### src/hw/rtl/psopt_pkg.sv
// Shared types, register codes and arithmetic helpers of the particle swarm optimizer.
package psopt_pkg;

  // Configuration register indexes.
  typedef enum logic [2:0] {
    REG_COG_GAIN   = 3'd0,
    REG_SOC_GAIN   = 3'd1,
    REG_START_POS  = 3'd2,
    REG_ACTIVE     = 3'd3,
    REG_STOP_THR   = 3'd4,
    REG_STEP_LIMIT = 3'd5
  } cfg_reg_t;

  // Item kinds carried in tuser.
  localparam logic OP_LOAD = 1'b0;
  localparam logic OP_STEP = 1'b1;

  // Register reset values.
  localparam logic [15:0]        RESET_GAIN       = 16'd2048;
  localparam logic signed [31:0] RESET_START      = 32'sd65536;
  localparam logic signed [31:0] RESET_START_COST = -32'sd65536;
  localparam logic [7:0]         RESET_ACTIVE     = 8'd100;
  localparam logic [30:0]        RESET_STOP_THR   = 31'd7;
  localparam logic [7:0]         RESET_STEP_LIMIT = 8'd50;

  // Operand selection of the shared multiplier.
  typedef enum logic [2:0] {
    MS_W_VEL    = 3'd0,
    MS_CR1      = 3'd1,
    MS_G_PB     = 3'd2,
    MS_CR2      = 3'd3,
    MS_G_GB     = 3'd4,
    MS_SQ_START = 3'd5,
    MS_SQ_LOAD  = 3'd6,
    MS_SQ_NP    = 3'd7
  } mul_sel_t;

  // Commands from the controller to the datapath.
  typedef struct packed {
    logic     take;
    logic     restart;
    logic     load_wr;
    logic     div_start;
    logic     cnt_clr;
    logic     cnt_inc;
    logic     latch;
    logic     mul_en;
    logic     sq;
    mul_sel_t mul_sel;
    logic     acc_init;
    logic     acc_add;
    logic     cost_a;
    logic     cost_b;
    logic     vel_upd;
    logic     pos_upd;
    logic     pb_upd;
    logic     gb_upd;
    logic     step_inc;
    logic     scan_rd;
    logic     spread;
    logic     spread_clr;
    logic     flags;
    logic     out_load;
  } dp_cmd_t;

  // Status from the datapath to the controller.
  typedef struct packed {
    logic in_step;
    logic in_idx_zero;
    logic can_update;
    logic div_busy;
    logic cnt_last;
  } dp_status_t;

  // Saturate a wide signed value to the signed 32-bit range.
  function automatic logic signed [31:0] sat32(input logic signed [67:0] v);
    logic signed [31:0] r;
    if (v > 68'sd2147483647) begin
      r = 32'sh7FFFFFFF;
    end else if (v < -68'sd2147483648) begin
      r = 32'sh80000000;
    end else begin
      r = v[31:0];
    end
    return r;
  endfunction

endpackage

### src/hw/rtl/psopt_ctrl.sv
// Controller state machine that sequences loads, swarm steps and result delivery.
module psopt_ctrl import psopt_pkg::*; (
  input  logic       clk,
  input  logic       rst,
  input  logic       in_valid,
  output logic       in_ready,
  output logic       out_valid,
  input  logic       out_ready,
  input  dp_status_t status,
  output dp_cmd_t    cmd
);

  typedef enum logic [23:0] {
    S_IDLE    = 24'h000001,
    S_SQ      = 24'h000002,
    S_CA      = 24'h000004,
    S_CB      = 24'h000008,
    S_RESTART = 24'h000010,
    S_LOAD_WR = 24'h000020,
    S_DIV     = 24'h000040,
    S_RD      = 24'h000080,
    S_LATCH   = 24'h000100,
    S_MW      = 24'h000200,
    S_MG1     = 24'h000400,
    S_MP1     = 24'h000800,
    S_MG2     = 24'h001000,
    S_MP2     = 24'h002000,
    S_NV      = 24'h004000,
    S_VEL     = 24'h008000,
    S_POS     = 24'h010000,
    S_PB      = 24'h020000,
    S_GB      = 24'h040000,
    S_SCAN    = 24'h080000,
    S_DRAIN   = 24'h100000,
    S_SPREAD  = 24'h200000,
    S_FLAGS   = 24'h400000,
    S_RESULT  = 24'h800000
  } state_t;

  // What the shared cost sequence is working for.
  typedef enum logic [3:0] {
    PH_RESTART = 4'b0001,
    PH_LOAD    = 4'b0010,
    PH_STEP    = 4'b0100,
    PH_SCAN    = 4'b1000
  } phase_t;

  state_t state, state_next;
  phase_t phase, phase_next;
  logic   out_free;

  assign in_ready = (state == S_IDLE);
  assign out_free = !out_valid || out_ready;

  always_ff @(posedge clk) begin
    if (rst) begin
      state <= S_IDLE;
      phase <= PH_LOAD;
    end else begin
      state <= state_next;
      phase <= phase_next;
    end
  end

  // Output register handshake.
  always_ff @(posedge clk) begin
    if (rst) begin
      out_valid <= 1'b0;
    end else if ((state == S_RESULT) && out_free) begin
      out_valid <= 1'b1;
    end else if (out_ready) begin
      out_valid <= 1'b0;
    end
  end

  // Next state and datapath commands.
  always_comb begin
    cmd        = '0;
    state_next = state;
    phase_next = phase;
    unique case (state)
      S_IDLE: begin
        if (in_valid) begin
          cmd.take = 1'b1;
          if (status.in_step) begin
            cmd.cnt_clr = 1'b1;
            if (status.can_update) begin
              cmd.div_start = 1'b1;
              phase_next    = PH_STEP;
              state_next    = S_DIV;
            end else begin
              phase_next = PH_SCAN;
              state_next = S_SCAN;
            end
          end else begin
            phase_next = status.in_idx_zero ? PH_RESTART : PH_LOAD;
            state_next = S_SQ;
          end
        end
      end
      S_SQ: begin
        cmd.mul_en = 1'b1;
        cmd.sq     = 1'b1;
        if (phase == PH_RESTART) begin
          cmd.mul_sel = MS_SQ_START;
        end else if (phase == PH_LOAD) begin
          cmd.mul_sel = MS_SQ_LOAD;
        end else begin
          cmd.mul_sel = MS_SQ_NP;
        end
        state_next = S_CA;
      end
      S_CA: begin
        cmd.cost_a = 1'b1;
        state_next = S_CB;
      end
      S_CB: begin
        cmd.cost_b = 1'b1;
        if (phase == PH_RESTART) begin
          state_next = S_RESTART;
        end else if (phase == PH_LOAD) begin
          state_next = S_LOAD_WR;
        end else begin
          state_next = S_PB;
        end
      end
      S_RESTART: begin
        cmd.restart = 1'b1;
        phase_next  = PH_LOAD;
        state_next  = S_SQ;
      end
      S_LOAD_WR: begin
        cmd.load_wr    = 1'b1;
        cmd.spread_clr = 1'b1;
        state_next     = S_RESULT;
      end
      S_DIV: begin
        if (!status.div_busy) begin
          state_next = S_RD;
        end
      end
      S_RD: begin
        state_next = S_LATCH;
      end
      S_LATCH: begin
        cmd.latch  = 1'b1;
        state_next = S_MW;
      end
      S_MW: begin
        cmd.mul_en  = 1'b1;
        cmd.mul_sel = MS_W_VEL;
        state_next  = S_MG1;
      end
      S_MG1: begin
        cmd.acc_init = 1'b1;
        cmd.mul_en   = 1'b1;
        cmd.mul_sel  = MS_CR1;
        state_next   = S_MP1;
      end
      S_MP1: begin
        cmd.mul_en  = 1'b1;
        cmd.mul_sel = MS_G_PB;
        state_next  = S_MG2;
      end
      S_MG2: begin
        cmd.acc_add = 1'b1;
        cmd.mul_en  = 1'b1;
        cmd.mul_sel = MS_CR2;
        state_next  = S_MP2;
      end
      S_MP2: begin
        cmd.mul_en  = 1'b1;
        cmd.mul_sel = MS_G_GB;
        state_next  = S_NV;
      end
      S_NV: begin
        cmd.acc_add = 1'b1;
        state_next  = S_VEL;
      end
      S_VEL: begin
        cmd.vel_upd = 1'b1;
        state_next  = S_POS;
      end
      S_POS: begin
        cmd.pos_upd = 1'b1;
        state_next  = S_SQ;
      end
      S_PB: begin
        cmd.pb_upd = 1'b1;
        state_next = S_GB;
      end
      S_GB: begin
        cmd.gb_upd = 1'b1;
        if (status.cnt_last) begin
          cmd.step_inc = 1'b1;
          cmd.cnt_clr  = 1'b1;
          state_next   = S_SCAN;
        end else begin
          cmd.cnt_inc = 1'b1;
          state_next  = S_RD;
        end
      end
      S_SCAN: begin
        cmd.scan_rd = 1'b1;
        if (status.cnt_last) begin
          state_next = S_DRAIN;
        end else begin
          cmd.cnt_inc = 1'b1;
        end
      end
      S_DRAIN: begin
        state_next = S_SPREAD;
      end
      S_SPREAD: begin
        cmd.spread = 1'b1;
        state_next = S_FLAGS;
      end
      S_FLAGS: begin
        cmd.flags  = (phase == PH_STEP);
        state_next = S_RESULT;
      end
      S_RESULT: begin
        if (out_free) begin
          cmd.out_load = 1'b1;
          state_next   = S_IDLE;
        end
      end
      default: begin
        state_next = S_IDLE;
      end
    endcase
  end

endmodule

### config.mk
export PLATFORM = sky130hd
export DESIGN_NAME = psopt_ctrl
export DESIGN_NICKNAME = d
export VERILOG_FILES = /design/src/hw/rtl/psopt_pkg.sv /design/src/hw/rtl/psopt_ctrl.sv
export SDC_FILE = /design/constraint.sdc
export NUM_CORES = 1
export LEC_CHECK = 0
export BUFFER_PORTS_ARGS = -buffer_cell sky130_fd_sc_hd__buf_2
export CAP_MARGIN = 20
export CORE_ASPECT_RATIO = 0.8
export CORE_UTILIZATION = 35
export CTS_BUF_LIST = sky130_fd_sc_hd__clkbuf_4 sky130_fd_sc_hd__clkbuf_8
export DETAILED_ROUTE_END_ITERATION = 16
export GPL_TIMING_DRIVEN = 0
export PLACE_DENSITY_LB_ADDON = 0.05
export SLEW_MARGIN = 40
export SYNTH_ARGS = -nofsm -noshare
export SYNTH_HDL_FRONTEND = slang
export SYNTH_SLANG_ARGS = --single-unit
### constraint.sdc
create_clock -name clk -period 2.1 [get_ports clk]
set_input_delay 0.105 -clock clk [delete_from_list [all_inputs] [get_ports clk]]
set_output_delay 0.105 -clock clk [all_outputs]
set_load 0.01 [all_outputs]
Word-level counts from Yosys, hierarchy flattened
Index checks and enable logic that the tools add are counted.
W data, S select, Z words.
Word-level totals
  register bits after elaboration: 29
  bits in latches: 0
  RAM bits: 0
  ROM bits: 0
  bits of input ports: 9
  output and inout port bits: 28
  logic and storage cells: 94
  memories kept: 0
Cells by class
  add/subtract/negate cells: 0
  multiply operators: 0
  divide/modulo/power cells: 0
  order comparisons: 0
  equal/unequal tests: 31
  shift-type cells: 0
  multiplexer cells: 48
  bitwise gates (word level): 0
  reductions and logical operators: 12
Operators with widths (number)
  $pmux W24 S22: 1
  $mux W24: 6
  $mux W20: 2
  $mux W1: 27
  $eq A24 B1 Y1 const B: 1
  $eq A24 B10 Y1 const B: 1
  $eq A24 B11 Y1 const B: 1
  $eq A24 B12 Y1 const B: 1
  $eq A24 B13 Y1 const B: 1
  $eq A24 B14 Y1 const B: 1
  $eq A24 B15 Y1 const B: 1
  $eq A24 B16 Y1 const B: 1
  $eq A24 B17 Y1 const B: 1
  $eq A24 B18 Y1 const B: 1
  $eq A24 B19 Y1 const B: 1
  $eq A24 B2 Y1 const B: 1
  $eq A24 B20 Y1 const B: 1
  $eq A24 B21 Y1 const B: 1
  $eq A24 B22 Y1 const B: 1
  $eq A24 B23 Y1 const B: 1
  $eq A24 B24 Y1 const B: 1
  $eq A24 B3 Y1 const B: 1
  $eq A24 B4 Y1 const B: 1
  $eq A24 B5 Y1 const B: 1
  other kinds (23): 35

Logic depth before layout (Yosys ltp)
Gate-level depths: netlist of the first run.
  depth in word-level cells: 4
  mapped depth: 9
  gate-level depth less buffers: 8

Worst setup path before layout of the first run
No wires, ideal clock.
  path type: reg-to-output
  start: reg state[21]
  end: out cmd[23] (netlist bit)
  data arrival time: 2.192 ns
  data required time: 1.995 ns
  slack: -0.197 ns
  stages on the path, launching flop included: 7
  path buffers: 2
  cells stage by stage: dfxtp_1 -> clkbuf_2 -> nor4_1 -> nand4_1 -> or4_4 -> nor3b_1 -> buf_4
RTL lines
  start: declaration: RTL line psopt_ctrl.sv:48  | state_t state, state_next;
  start signal: assignment: RTL line psopt_ctrl.sv:60  | state <= state_next;
  end: declaration: RTL line psopt_ctrl.sv:10  | output dp_cmd_t cmd

==> results of run 1 <==
==> cell usage after synthesis (2+ instances only) <==
master / n
dfxtp_1: 29
nor2_1: 21
nor3_1: 15
or4_1: 14
nand2_1: 12
inv_1: 9
nand2b_1: 7
nand3_1: 7
a21oi_1: 6
nand4_1: 6
nor4_1: 6
nand3b_1: 5
nor4_4: 5
and3_1: 4
nor2b_1: 4
xnor2_1: 4
xor2_1: 4
clkbuf_1: 3
nor4b_1: 3
o21ai_0: 3
and2_1: 2
and3b_1: 2
buf_4: 2
nor3b_1: 2
o21a_1: 2
o221ai_1: 2
o22ai_1: 2
or3_1: 2
or3_4: 2
or4b_2: 2
==> worst max-delay path, stage by stage (launching register included) <==
cell and delay (ns):
dfxtp_4 0.37, or4_4 0.54, or3_4 0.39, or3_4 0.37, clkinv_4 0.05, and2_4 0.14, a21o_1 0.07, buf_2 0.12
==> registers in the layout (all words and copies together) (netlist names) <==
signal and count:
phase 4, state 24, out_valid 1
==> cell families (layout without fill, tap and decap cells) <==
group | Yosys count | in the layout | synth area share, %
and+or+nand+nor | 130 | 130 | 48.65
buffers and inverters | 18 | 113 | 4.705
AOI/OAI and AO/OA | 26 | 26 | 10.10
xor gates and xnor gates | 8 | 8 | 3.875
DFF | 29 | 29 | 32.11
muxes | 1 | 1 | 0.5537
==> worst max path at each step <==
stage / start / endpoint / slack [ns] / depth (start not counted)
after floorplan: state[8] / phase[2] / -0.01 / 6
after global placement: state[5] / state[20] / -0.36 / 6
after detailed placement: state[5] / state[20] / -0.35 / 6
after CTS: state[3] / cmd[21] / -0.42 / 9
after global routing: state[2] / cmd[21] / -0.44 / 9
final: state[21] / cmd[21] / -0.36 / 7
==> repair_timing <==
item	CTS	global route
pin swaps	24	28
hold buffers	0	0
setup endpoints to repair	36	35
setup buffers	30	25
resized for setup	59	25
==> metal layers <==
metal  share of wire [%]  GRT usage [%]  up-vias  routed length (um)
met2                  46          34.61       66                2769
met5                   0              0        -                   0
met1                  47          32.26      962                2826
met3                 5.0          4.966       13                 299
li1                    -              -      994                   -
met4                 2.1          7.895        0                 125
==> per-stage QoR <==
stage | util, % | setup slack, ns | hold slack (ns)
after CTS | 52.78 | -0.4237 | 0.07761
after global placement | 42.42 | -0.3616 | 0.3667
after global routing | 58.43 | -0.4425 | 0.1085
final | 58.43 | -0.3592 | 0.07492
after detailed placement | 42.42 | -0.3539 | 0.3761
after floorplan | - | -0.01222 | 0.2509
==> layout make-up <==
cell class	instances	area (sq um)	share of cell area [%]
Tap cell	62	77.57	2.667
Timing Repair Buffer	90	648.1	22.28
Inverter	11	48.80	1.677
Buffer	4	26.28	0.9032
Clock inverter	1	5.005	0.1720
Multi-Input combinational cell	165	1385	47.61
Sequential cell	29	621.8	21.38
Clock buffer	7	96.34	3.312
==> report_power, final <==
group          total (mW)  switching, mW  internal (mW)
sequential          0.584         0.0253          0.559
clock               0.520          0.225          0.296
combinational       0.521          0.251          0.270
==> out/qor.csv, run 1 <==
stage,metric,value,unit
run_status,status,finished with violations,
run_status,violations,setup timing,
synthesis,syn_avg_cell_area,8.528,sq um
worst_setup_path,end_kind,output port,
grt,track_usage,23.11,%
min_path,hp-start,status[3],
sta,setup_viol,29,
cells_and_area,design_area,2909,sq um
sta,relSlewSlack,55.51,%
placement,placed_area,2112,sq um
cts,h-tree-depth,2,
synthesis,yosysWarnings,0,
cts,clk_latency,0.29,ns
grt,grt_max_degree,11,
cts,root_buffer,clkbuf_8,
sta,finalCritPeriodShare,117.1,%
routing,vias_per_cell,5.515,
cells_and_area,mostFrequentLayoutCells,"buf_4 (45), buf_2 (32), nor2_1 (17)",
synthesis,yosysSeqAreaShare,32.11,%
synthesis,synth-edff-count,0,
die,core_area,4979,sq um
cells_and_area,diodes,0,
routing,drtIter0Drc,212,
power,p_total,1.625,mW
min_path,holdCritPathClass,in -> reg,
sta,slew_viol_final,0,
cts,clock-sinks,29,
cells_and_area,nets,315,
power,cellPowerDensity,558.8,nW/um^2
sta,fin_ws,-0.3592,ns
routing,drt_wl_total,6020,um
worst_setup_path,rrSetupSlack,-0.16,ns
worst_setup_path,critPathMaxFanout,7,
sta,worstMarginPinSlew,0.6673,ns
cts,tritoncts,done,
cells_and_area,mostFrequentLayoutCell,buf_4,
sta,fmax,406.6,MHz
grt,grt_pass1_wl,9032,um
min_path,hold_depth,2,
worst_setup_path,crit_arrival,2.35,ns
cts,clockBufferDepth,2,
cells_and_area,fill_cells,443,
cells_and_area,syn2layout_area_growth,60.90,%
die,pin_count,37,
placement,hpwl,3793,um
die,chipWidth,82.36,um
routing,dr.pass1.iters,4,
synthesis,synth_cell_types,55,
routing,detail-route-antenna-nets,0,
sta,post-route-min-period,2.459,ns
sta,finalSetupTns,-4.755,ns
grt,grt_pass1_vias,1766,
power,p_leak,1.327,nW
synthesis,synth_top_area_cell,dfxtp_1,
min_path,whs_endpoint,phase[1],
routing,wl_per_cell,16.31,um
worst_setup_path,required,2.00,ns
synthesis,synth_nets,221,
cells_and_area,fin_cells,369,
cts,numCtsBuffers,5,
worst_setup_path,r2r_start,state[2],
sta,grt_setup_unrepaired,yes,
sta,finClkSkew,0.008177,ns
synthesis,synth_top_area_share,32.11,%
worst_setup_path,r2r_cells,9,
flow_run,maxCapViolCount,0,
power,ir_worst_vdd,0.0004014,V
worst_setup_path,worst_setup_path_start_kind,register,
die,initial_core_util,36.32,%
synthesis,synthFlopType,dfxtp_1,
routing,drc,0,
sta,hold_viol,0,
grt,grt.overflow.total,0,
cells_and_area,drive_above_1_share,56.03,%
synthesis,ys_async_sr_fraction,0,%
cts,clkTransAtPathRegs,0.07,ns
die,die_area,5459,sq um
synthesis,netlist_area,1808,sq um
die,rows,23,
die,die_height,66.29,um
worst_setup_path,r2r_end,state[20],
synthesis,synth_area_leaders,"dfxtp_1 (32%), nor4_4 (5.9%), or4_1 (5.8%)",
worst_setup_path,criticalPathCategory,reg -> out,
routing,vias,2035,
synthesis,ys_ff_latch,29,
grt,antenna_found_initial,0,
placement,gp_congestion,0.7489,
placement,portBuffers,36,
synthesis,netlist_instances,212,
placement,numPlacedInstances,310,
No activity file was read; power rests on OpenSTA's default activity.
==> run 2: changes to the inputs <==
==> constraint.sdc (replaced) <==
create_clock -name clk -period 3.2 [get_ports clk]
set_input_delay 0.16 -clock clk [delete_from_list [all_inputs] [get_ports clk]]
set_output_delay 0.16 -clock clk [all_outputs]
set_load 0.01 [all_outputs]
==> run 2 against run 1 <==
  * The flow now finishes without violations
  * Cell area fell by 25%
  * Wire length fell by 17%
  * Flip-flop and latch count did not move
  * Die area did not move
  * Count of clock-buffer cells in the layout did not move
  * Total power fell by 44%
  * Sequential power fell by 34%
  * Combinational power fell by 65%
  * Non-clock buffer count fell by 51
  * Critical endpoint is now cmd[23]
  * Highest routed layer unchanged
==> out/qor.csv, run 2 (synthesis gave the netlist of run 1 again) <==
stage,metric,value,unit
worst_setup_path,crit_chain,nor4_4 -> nand4_1 -> or4_4 -> nor3b_1 -> buf_4 -> buf_2,
cells_and_area,drive_above_1_share,25.78,%
routing,vias_per_cell,5.421,
cells_and_area,diodes,0,
grt,met1_usage,30.39,%
grt,grt_most_used_layer,met1,
die,pin_count,37,
routing,drtIter0Drc,88,
min_path,hold_depth,2,
worst_setup_path,criticalPathCategory,reg -> out,
cts,clock-sinks,29,
sta,hold_viol,0,
sta,fmax,341.6,MHz
cells_and_area,largest_reg_flops,24,
cells_and_area,largest-register,state,
sta,setup_viol,0,
power,p_leak,0.9871,nW
sta,finClkSkew,0.006438,ns
grt,grtUsageMet2,25.62,%
cells_and_area,fin_cells,318,
routing,wl_per_cell,15.71,um
cells_and_area,syn2layout_area_growth,20.21,%
worst_setup_path,r2r_cells,6,
placement,portBuffers,36,
power,cellPowerDensity,421.0,nW/um^2
cells_and_area,nets,264,
power,combinationalPowerShare,20.0,%
cts,root_buffer,clkbuf_8,
sta,fin_ws,0.2724,ns
routing,dr.pass1.iters,4,
die,initial_core_util,36.32,%
cts,h-tree-depth,2,
sta,finalCritPeriodShare,91.49,%
cts,clk_latency,0.28,ns
cells_and_area,mostFrequentLayoutCell,buf_2,
grt,grt.overflow.total,0,
placement,numPlacedInstances,310,
worst_setup_path,cpMaxStageDelayCell,or4_4,
grt,grt_max_degree,11,
cells_and_area,mostFrequentLayoutCells,"buf_2 (36), dfxtp_1 (29), nor2_1 (21)",
placement,gp_congestion,0.7639,
die,core_area,4979,sq um
cts,clkTransAtPathRegs,0.07,ns
power,power_frac_seq,42.4,%
power,clkPwrFrac,37.5,%
cts,post_cts_buffers,0,
die,die_height,66.29,um
worst_setup_path,end_kind,output port,
routing,drc,0,
routing,drt_wl_total,4995,um
power,swShare,30.04,%
min_path,holdCritPathClass,in -> reg,
flow_run,maxCapViolCount,0,
cells_and_area,reg.largest.list,"state (24), phase (4), out_valid (1)",
power,internal-power,0.6401,mW
grt,antenna_found_initial,0,
sta,finalSetupTns,0,ns
grt,grt_pass1_vias,1451,
worst_setup_path,crit_arrival,2.77,ns
worst_setup_path,max_stage_delay,0.52,ns
routing,vias,1724,
run_status,status,finished clean,
worst_setup_path,critPathMaxFanout,8,
worst_setup_path,required,3.04,ns
placement,place_ws,0.5209,ns
sta,grt_setup_unrepaired,no,
grt,use_met3,4.552,%
worst_setup_path,worst_setup_path_start_kind,register,
die,die_area,5459,sq um
sta,relSlewSlack,55.54,%
sta,slew_viol_final,0,
cts,tritoncts,done,
power,power.switching,0.2748,mW
routing,detail-route-antenna-nets,0,
power,ir_worst_vdd,0.0002149,V
die,chipWidth,82.36,um
sta,post-route-min-period,2.928,ns
cells_and_area,fill_cells,527,
grt,track_usage,19.42,%
cts,clockBufferDepth,2,
grt,grt_pass1_wl,7707,um
sta,worstMarginPinSlew,0.6669,ns
cells_and_area,utilization,43.65,%
cts,numCtsBuffers,5,
placement,hpwl,3798,um
die,rows,23,
run 2: power groups by stage:
stage	combinational, mW	sequential [mW]	clock (mW)
floorplan	0.132	0.392	0
global placement	0.183	0.396	0
detailed placement	0.183	0.397	0
CTS	0.185	0.388	0.350
global route	0.205	0.390	0.373
finish	0.183	0.388	0.343
run 2: worst max-delay path, delay by kind of cell, from the launching register on:
family	cells	cell delay, ns
AND/OR/NAND/NOR	4	1.80
flip-flops	1	0.38
buffers and inverters	2	0.30
run 2: timing repair:
| action | CTS | global route |
|---|---|---|
| setup endpoints to repair | 0 | 1 |
| hold buffers | 0 | 0 |
| resized for setup | 0 | 1 |
run 2: area by class of cell:
cell class	instances	area (sq um)	share of cell area [%]
Buffer	7	42.54	1.957
Clock buffer	7	96.34	4.433
Clock inverter	1	5.005	0.2303
Inverter	11	42.54	1.957
Multi-Input combinational cell	165	1149	52.85
Sequential cell	29	580.6	26.71
Tap cell	62	77.57	3.569
Timing Repair Buffer	36	180.2	8.290
run 2: final timing paths:
check	from	endpoint	slack [ns]
worst min register to register	phase[2]	phase[2]	0.51
worst max register to register	state[5]	state[20]	0.72
worst min-delay path	status[3]	phase[1]	0.14
worst max-delay path	state[16]	cmd[23]	0.27
run 2: metrics by stage:
stage	power, mW	area, sq um	hold slack [ns]
finish	0.9149	2173	0.1366
global route	0.9679	2173	0.1636
CTS	0.9230	2167	0.1325
detailed placement	0.5800	2066	0.4323
global placement	0.5796	2066	0.4225
floorplan	0.5246	1808	0.3059
run 2: metal layers:
| layer | routed length, um | share of wire (%) | vias up |
|---|---|---|---|
| met5 | 0 | 0 | - |
| met4 | 30 | 0.60 | 0 |
| met3 | 290 | 5.8 | 4 |
| met2 | 2019 | 40 | 40 |
| met1 | 2655 | 53 | 797 |
| li1 | - | - | 883 |
==> run 3: changes to the inputs <==
--- a/config.mk
+++ b/config.mk
@@ -5,14 +5,15 @@
 export SDC_FILE = /design/constraint.sdc
 export NUM_CORES = 1
 export LEC_CHECK = 0
+export ABC_AREA = 1
 export BUFFER_PORTS_ARGS = -buffer_cell sky130_fd_sc_hd__buf_2
-export CAP_MARGIN = 20
 export CORE_ASPECT_RATIO = 0.8
 export CORE_UTILIZATION = 35
 export CTS_BUF_LIST = sky130_fd_sc_hd__clkbuf_4 sky130_fd_sc_hd__clkbuf_8
 export DETAILED_ROUTE_END_ITERATION = 16
 export GPL_TIMING_DRIVEN = 0
 export PLACE_DENSITY_LB_ADDON = 0.05
+export RECOVER_POWER = 50
 export SLEW_MARGIN = 40
 export SYNTH_ARGS = -nofsm -noshare
 export SYNTH_HDL_FRONTEND = slang
==> run 3 against run 2 <==
  * Clock power rose by 18%
  * Critical path depth rose by 6
  * Fmax rose by 10%
  * Synthesized cell count rose by 50%
  * Flip-flop and latch count did not move
  * Critical endpoint is now state[22]
==> out/qor.csv, run 3 <==
stage,metric,value,unit
synthesis,synth_area_leaders,"dfxtp_1 (27%), nand3_1 (11%), nor2_1 (10%)",
synthesis,netlist_area,2117,sq um
routing,drt_wl_total,5369,um
grt,grt_max_degree,11,
cts,numCtsBuffers,5,
routing,dr.pass1.iters,4,
sta,setup_viol,0,
synthesis,yosysSeqAreaShare,27.42,%
synthesis,synth.most_common_cell,nor2_1,
synthesis,netlist_instances,317,
synthesis,ys_async_sr_fraction,0,%
worst_setup_path,crit_arrival,2.88,ns
worst_setup_path,critPathMaxFanout,10,
cts,post_cts_buffers,0,
cells_and_area,diodes,0,
grt,track_usage,18.29,%
cts,postCtsHoldBufs,0,
cells_and_area,syn2layout_area_growth,16.13,%
synthesis,synthTopCellsByCount,"nor2_1 (58), nand2_1 (47), inv_1 (46), nand3_1 (45), dfxtp_1 (29)",
synthesis,synth_top_area_share,27.42,%
sta,relSlewSlack,55.61,%
sta,worstMarginPinSlew,0.6608,ns
synthesis,synth-edff-count,0,
grt,grt.overflow.total,0,
cells_and_area,design_area,2459,sq um
power,p_leak,1.263,nW
synthesis,synthFlopType,dfxtp_1,
cts,h-tree-depth,2,
synthesis,synth_cell_types,29,
cells_and_area,fill_cells,636,
cells_and_area,largest_reg_flops,24,
cts,clkTransAtPathRegs,0.07,ns
cts,clk_latency,0.28,ns
cells_and_area,multi_input_area,1230,sq um
worst_setup_path,worst_setup_path_start_kind,register,
sta,grt_setup_unrepaired,no,
die,initial_core_util,37.50,%
die,pin_count,37,
die,die_area,6365,sq um
routing,vias_per_cell,4.756,
routing,wl_per_cell,12.26,um
cts,tritoncts,done,
routing,drc,0,
min_path,holdCritPathClass,in -> reg,
synthesis,yosysWarnings,0,
grt,antenna_found_initial,0,
routing,drtIter0Drc,99,
worst_setup_path,end_kind,register,
cts,root_buffer,clkbuf_8,
grt,grt_pass1_vias,1878,
cells_and_area,drive_above_1_share,21.94,%
cells_and_area,reg.largest.list,"state (24), phase (4), out_valid (1)",
grt,grt_pass1_wl,8783,um
synthesis,syn_avg_cell_area,6.678,sq um
sta,finClkSkew,0.006862,ns
flow_run,maxCapViolCount,0,
die,chipWidth,88.95,um
routing,vias,2083,
sta,fmax,376.9,MHz
synthesis,synth_top_area_cell,dfxtp_1,
sta,slew_viol_final,0,
worst_setup_path,criticalPathCategory,reg -> reg,
power,ir_worst_vdd,0.0002200,V
die,rows,24,
cells_and_area,register_area,580.6,sq um
power,cellPowerDensity,588.6,nW/um^2
power,p_total,1.447,mW
sta,hold_viol,0,
sta,finalSetupTns,0,ns
synthesis,ys_ff_latch,29,
sta,post-route-min-period,2.653,ns
worst_setup_path,required,3.43,ns
die,core_area,5645,sq um
sta,finalCritPeriodShare,82.91,%
cts,clockBufferDepth,2,
run_status,status,finished clean,
placement,gp_congestion,0.8284,
placement,hpwl,4382,um
cells_and_area,mostFrequentLayoutCells,"nor2_1 (60), nand2_1 (49), inv_1 (47)",
cells_and_area,mostFrequentLayoutCell,nor2_1,
cells_and_area,nets,368,
cts,cts_resized,0,
routing,detail-route-antenna-nets,0,
synthesis,synth_nets,326,
cts,clock-sinks,29,
placement,portBuffers,35,
cells_and_area,largest-register,state,
placement,placed_area,2390,sq um
die,die_height,71.56,um
## run 3: cell types whose count changed after synthesis, sizes merged, moves of 15 or more
cell,delta
or4,-15
nand2,+43
nor2,+65
inv,+40
nand3,+41
## run 3: metal layers
layer,vias to the layer above,part of all wire (%),global-route usage (%)
met4,0,0.95,4.762
met1,956,55,27.88
li1,1095,-,-
met5,-,0,0
met3,7,2.6,3.802
met2,25,41,25.90
## run 3: area by class of cell
class	instances	share of cell area, %
buffer	6	2.799
timing repair buffer	35	6.718
sequential	29	23.61
inverter	52	7.990
multi-input combinational	230	50.03
tap	78	3.969
clock inverter	1	1.221
clock buffer	7	3.664
## run 3: worst paths after layout
check,from,to,slack (ns),cells past startpoint
max,state[9],state[22],0.55,12
min reg2reg,phase[3],phase[3],0.51,2
min,status[3],phase[0],0.19,3
max reg2reg,state[9],state[22],0.55,12
## run 3: where the power goes
| group | total (mW) | switching (mW) | internal [mW] |
|---|---|---|---|
| sequential | 0.418 | 0.0275 | 0.391 |
| combinational | 0.623 | 0.432 | 0.191 |
| clock | 0.406 | 0.143 | 0.262 |
## run 3: worst max-delay path, stage by stage (launching register included)
cell and delay [ns]:
dfxtp_1 0.34, nor2_1 0.23, nand2_1 0.25, nor2_8 0.21, nand2_1 0.13, nor3_1 0.53, nand2_2 0.14, clkinvlp_2 0.15
nor2_4 0.07, nand3_1 0.18, nand2_4 0.12, buf_12 0.18, nor2_4 0.07
## run 3: per-stage QoR
step                      utilization (%)  hold WS [ns]  worst slack [ns]  cells
after CTS                           44.46        0.1780            0.7540    438
after floorplan                         -        0.3264             1.468    317
after global placement              42.33        0.4864             1.052    430
after detailed placement            42.33        0.4820             1.072    430
final                               43.55        0.1889            0.5469    438
after global routing                43.55        0.2013            0.3383    438
## run 3: kinds of logic (layout without fill, tap and decap cells)
family / Yosys count / in the layout / synth area share, %
and+or+nand+nor: 215 / 215 / 55.91
AOI/OAI and AO/OA: 15 / 15 / 4.137
DFF: 29 / 29 / 27.42
buffers and inverters: 58 / 101 / 12.53
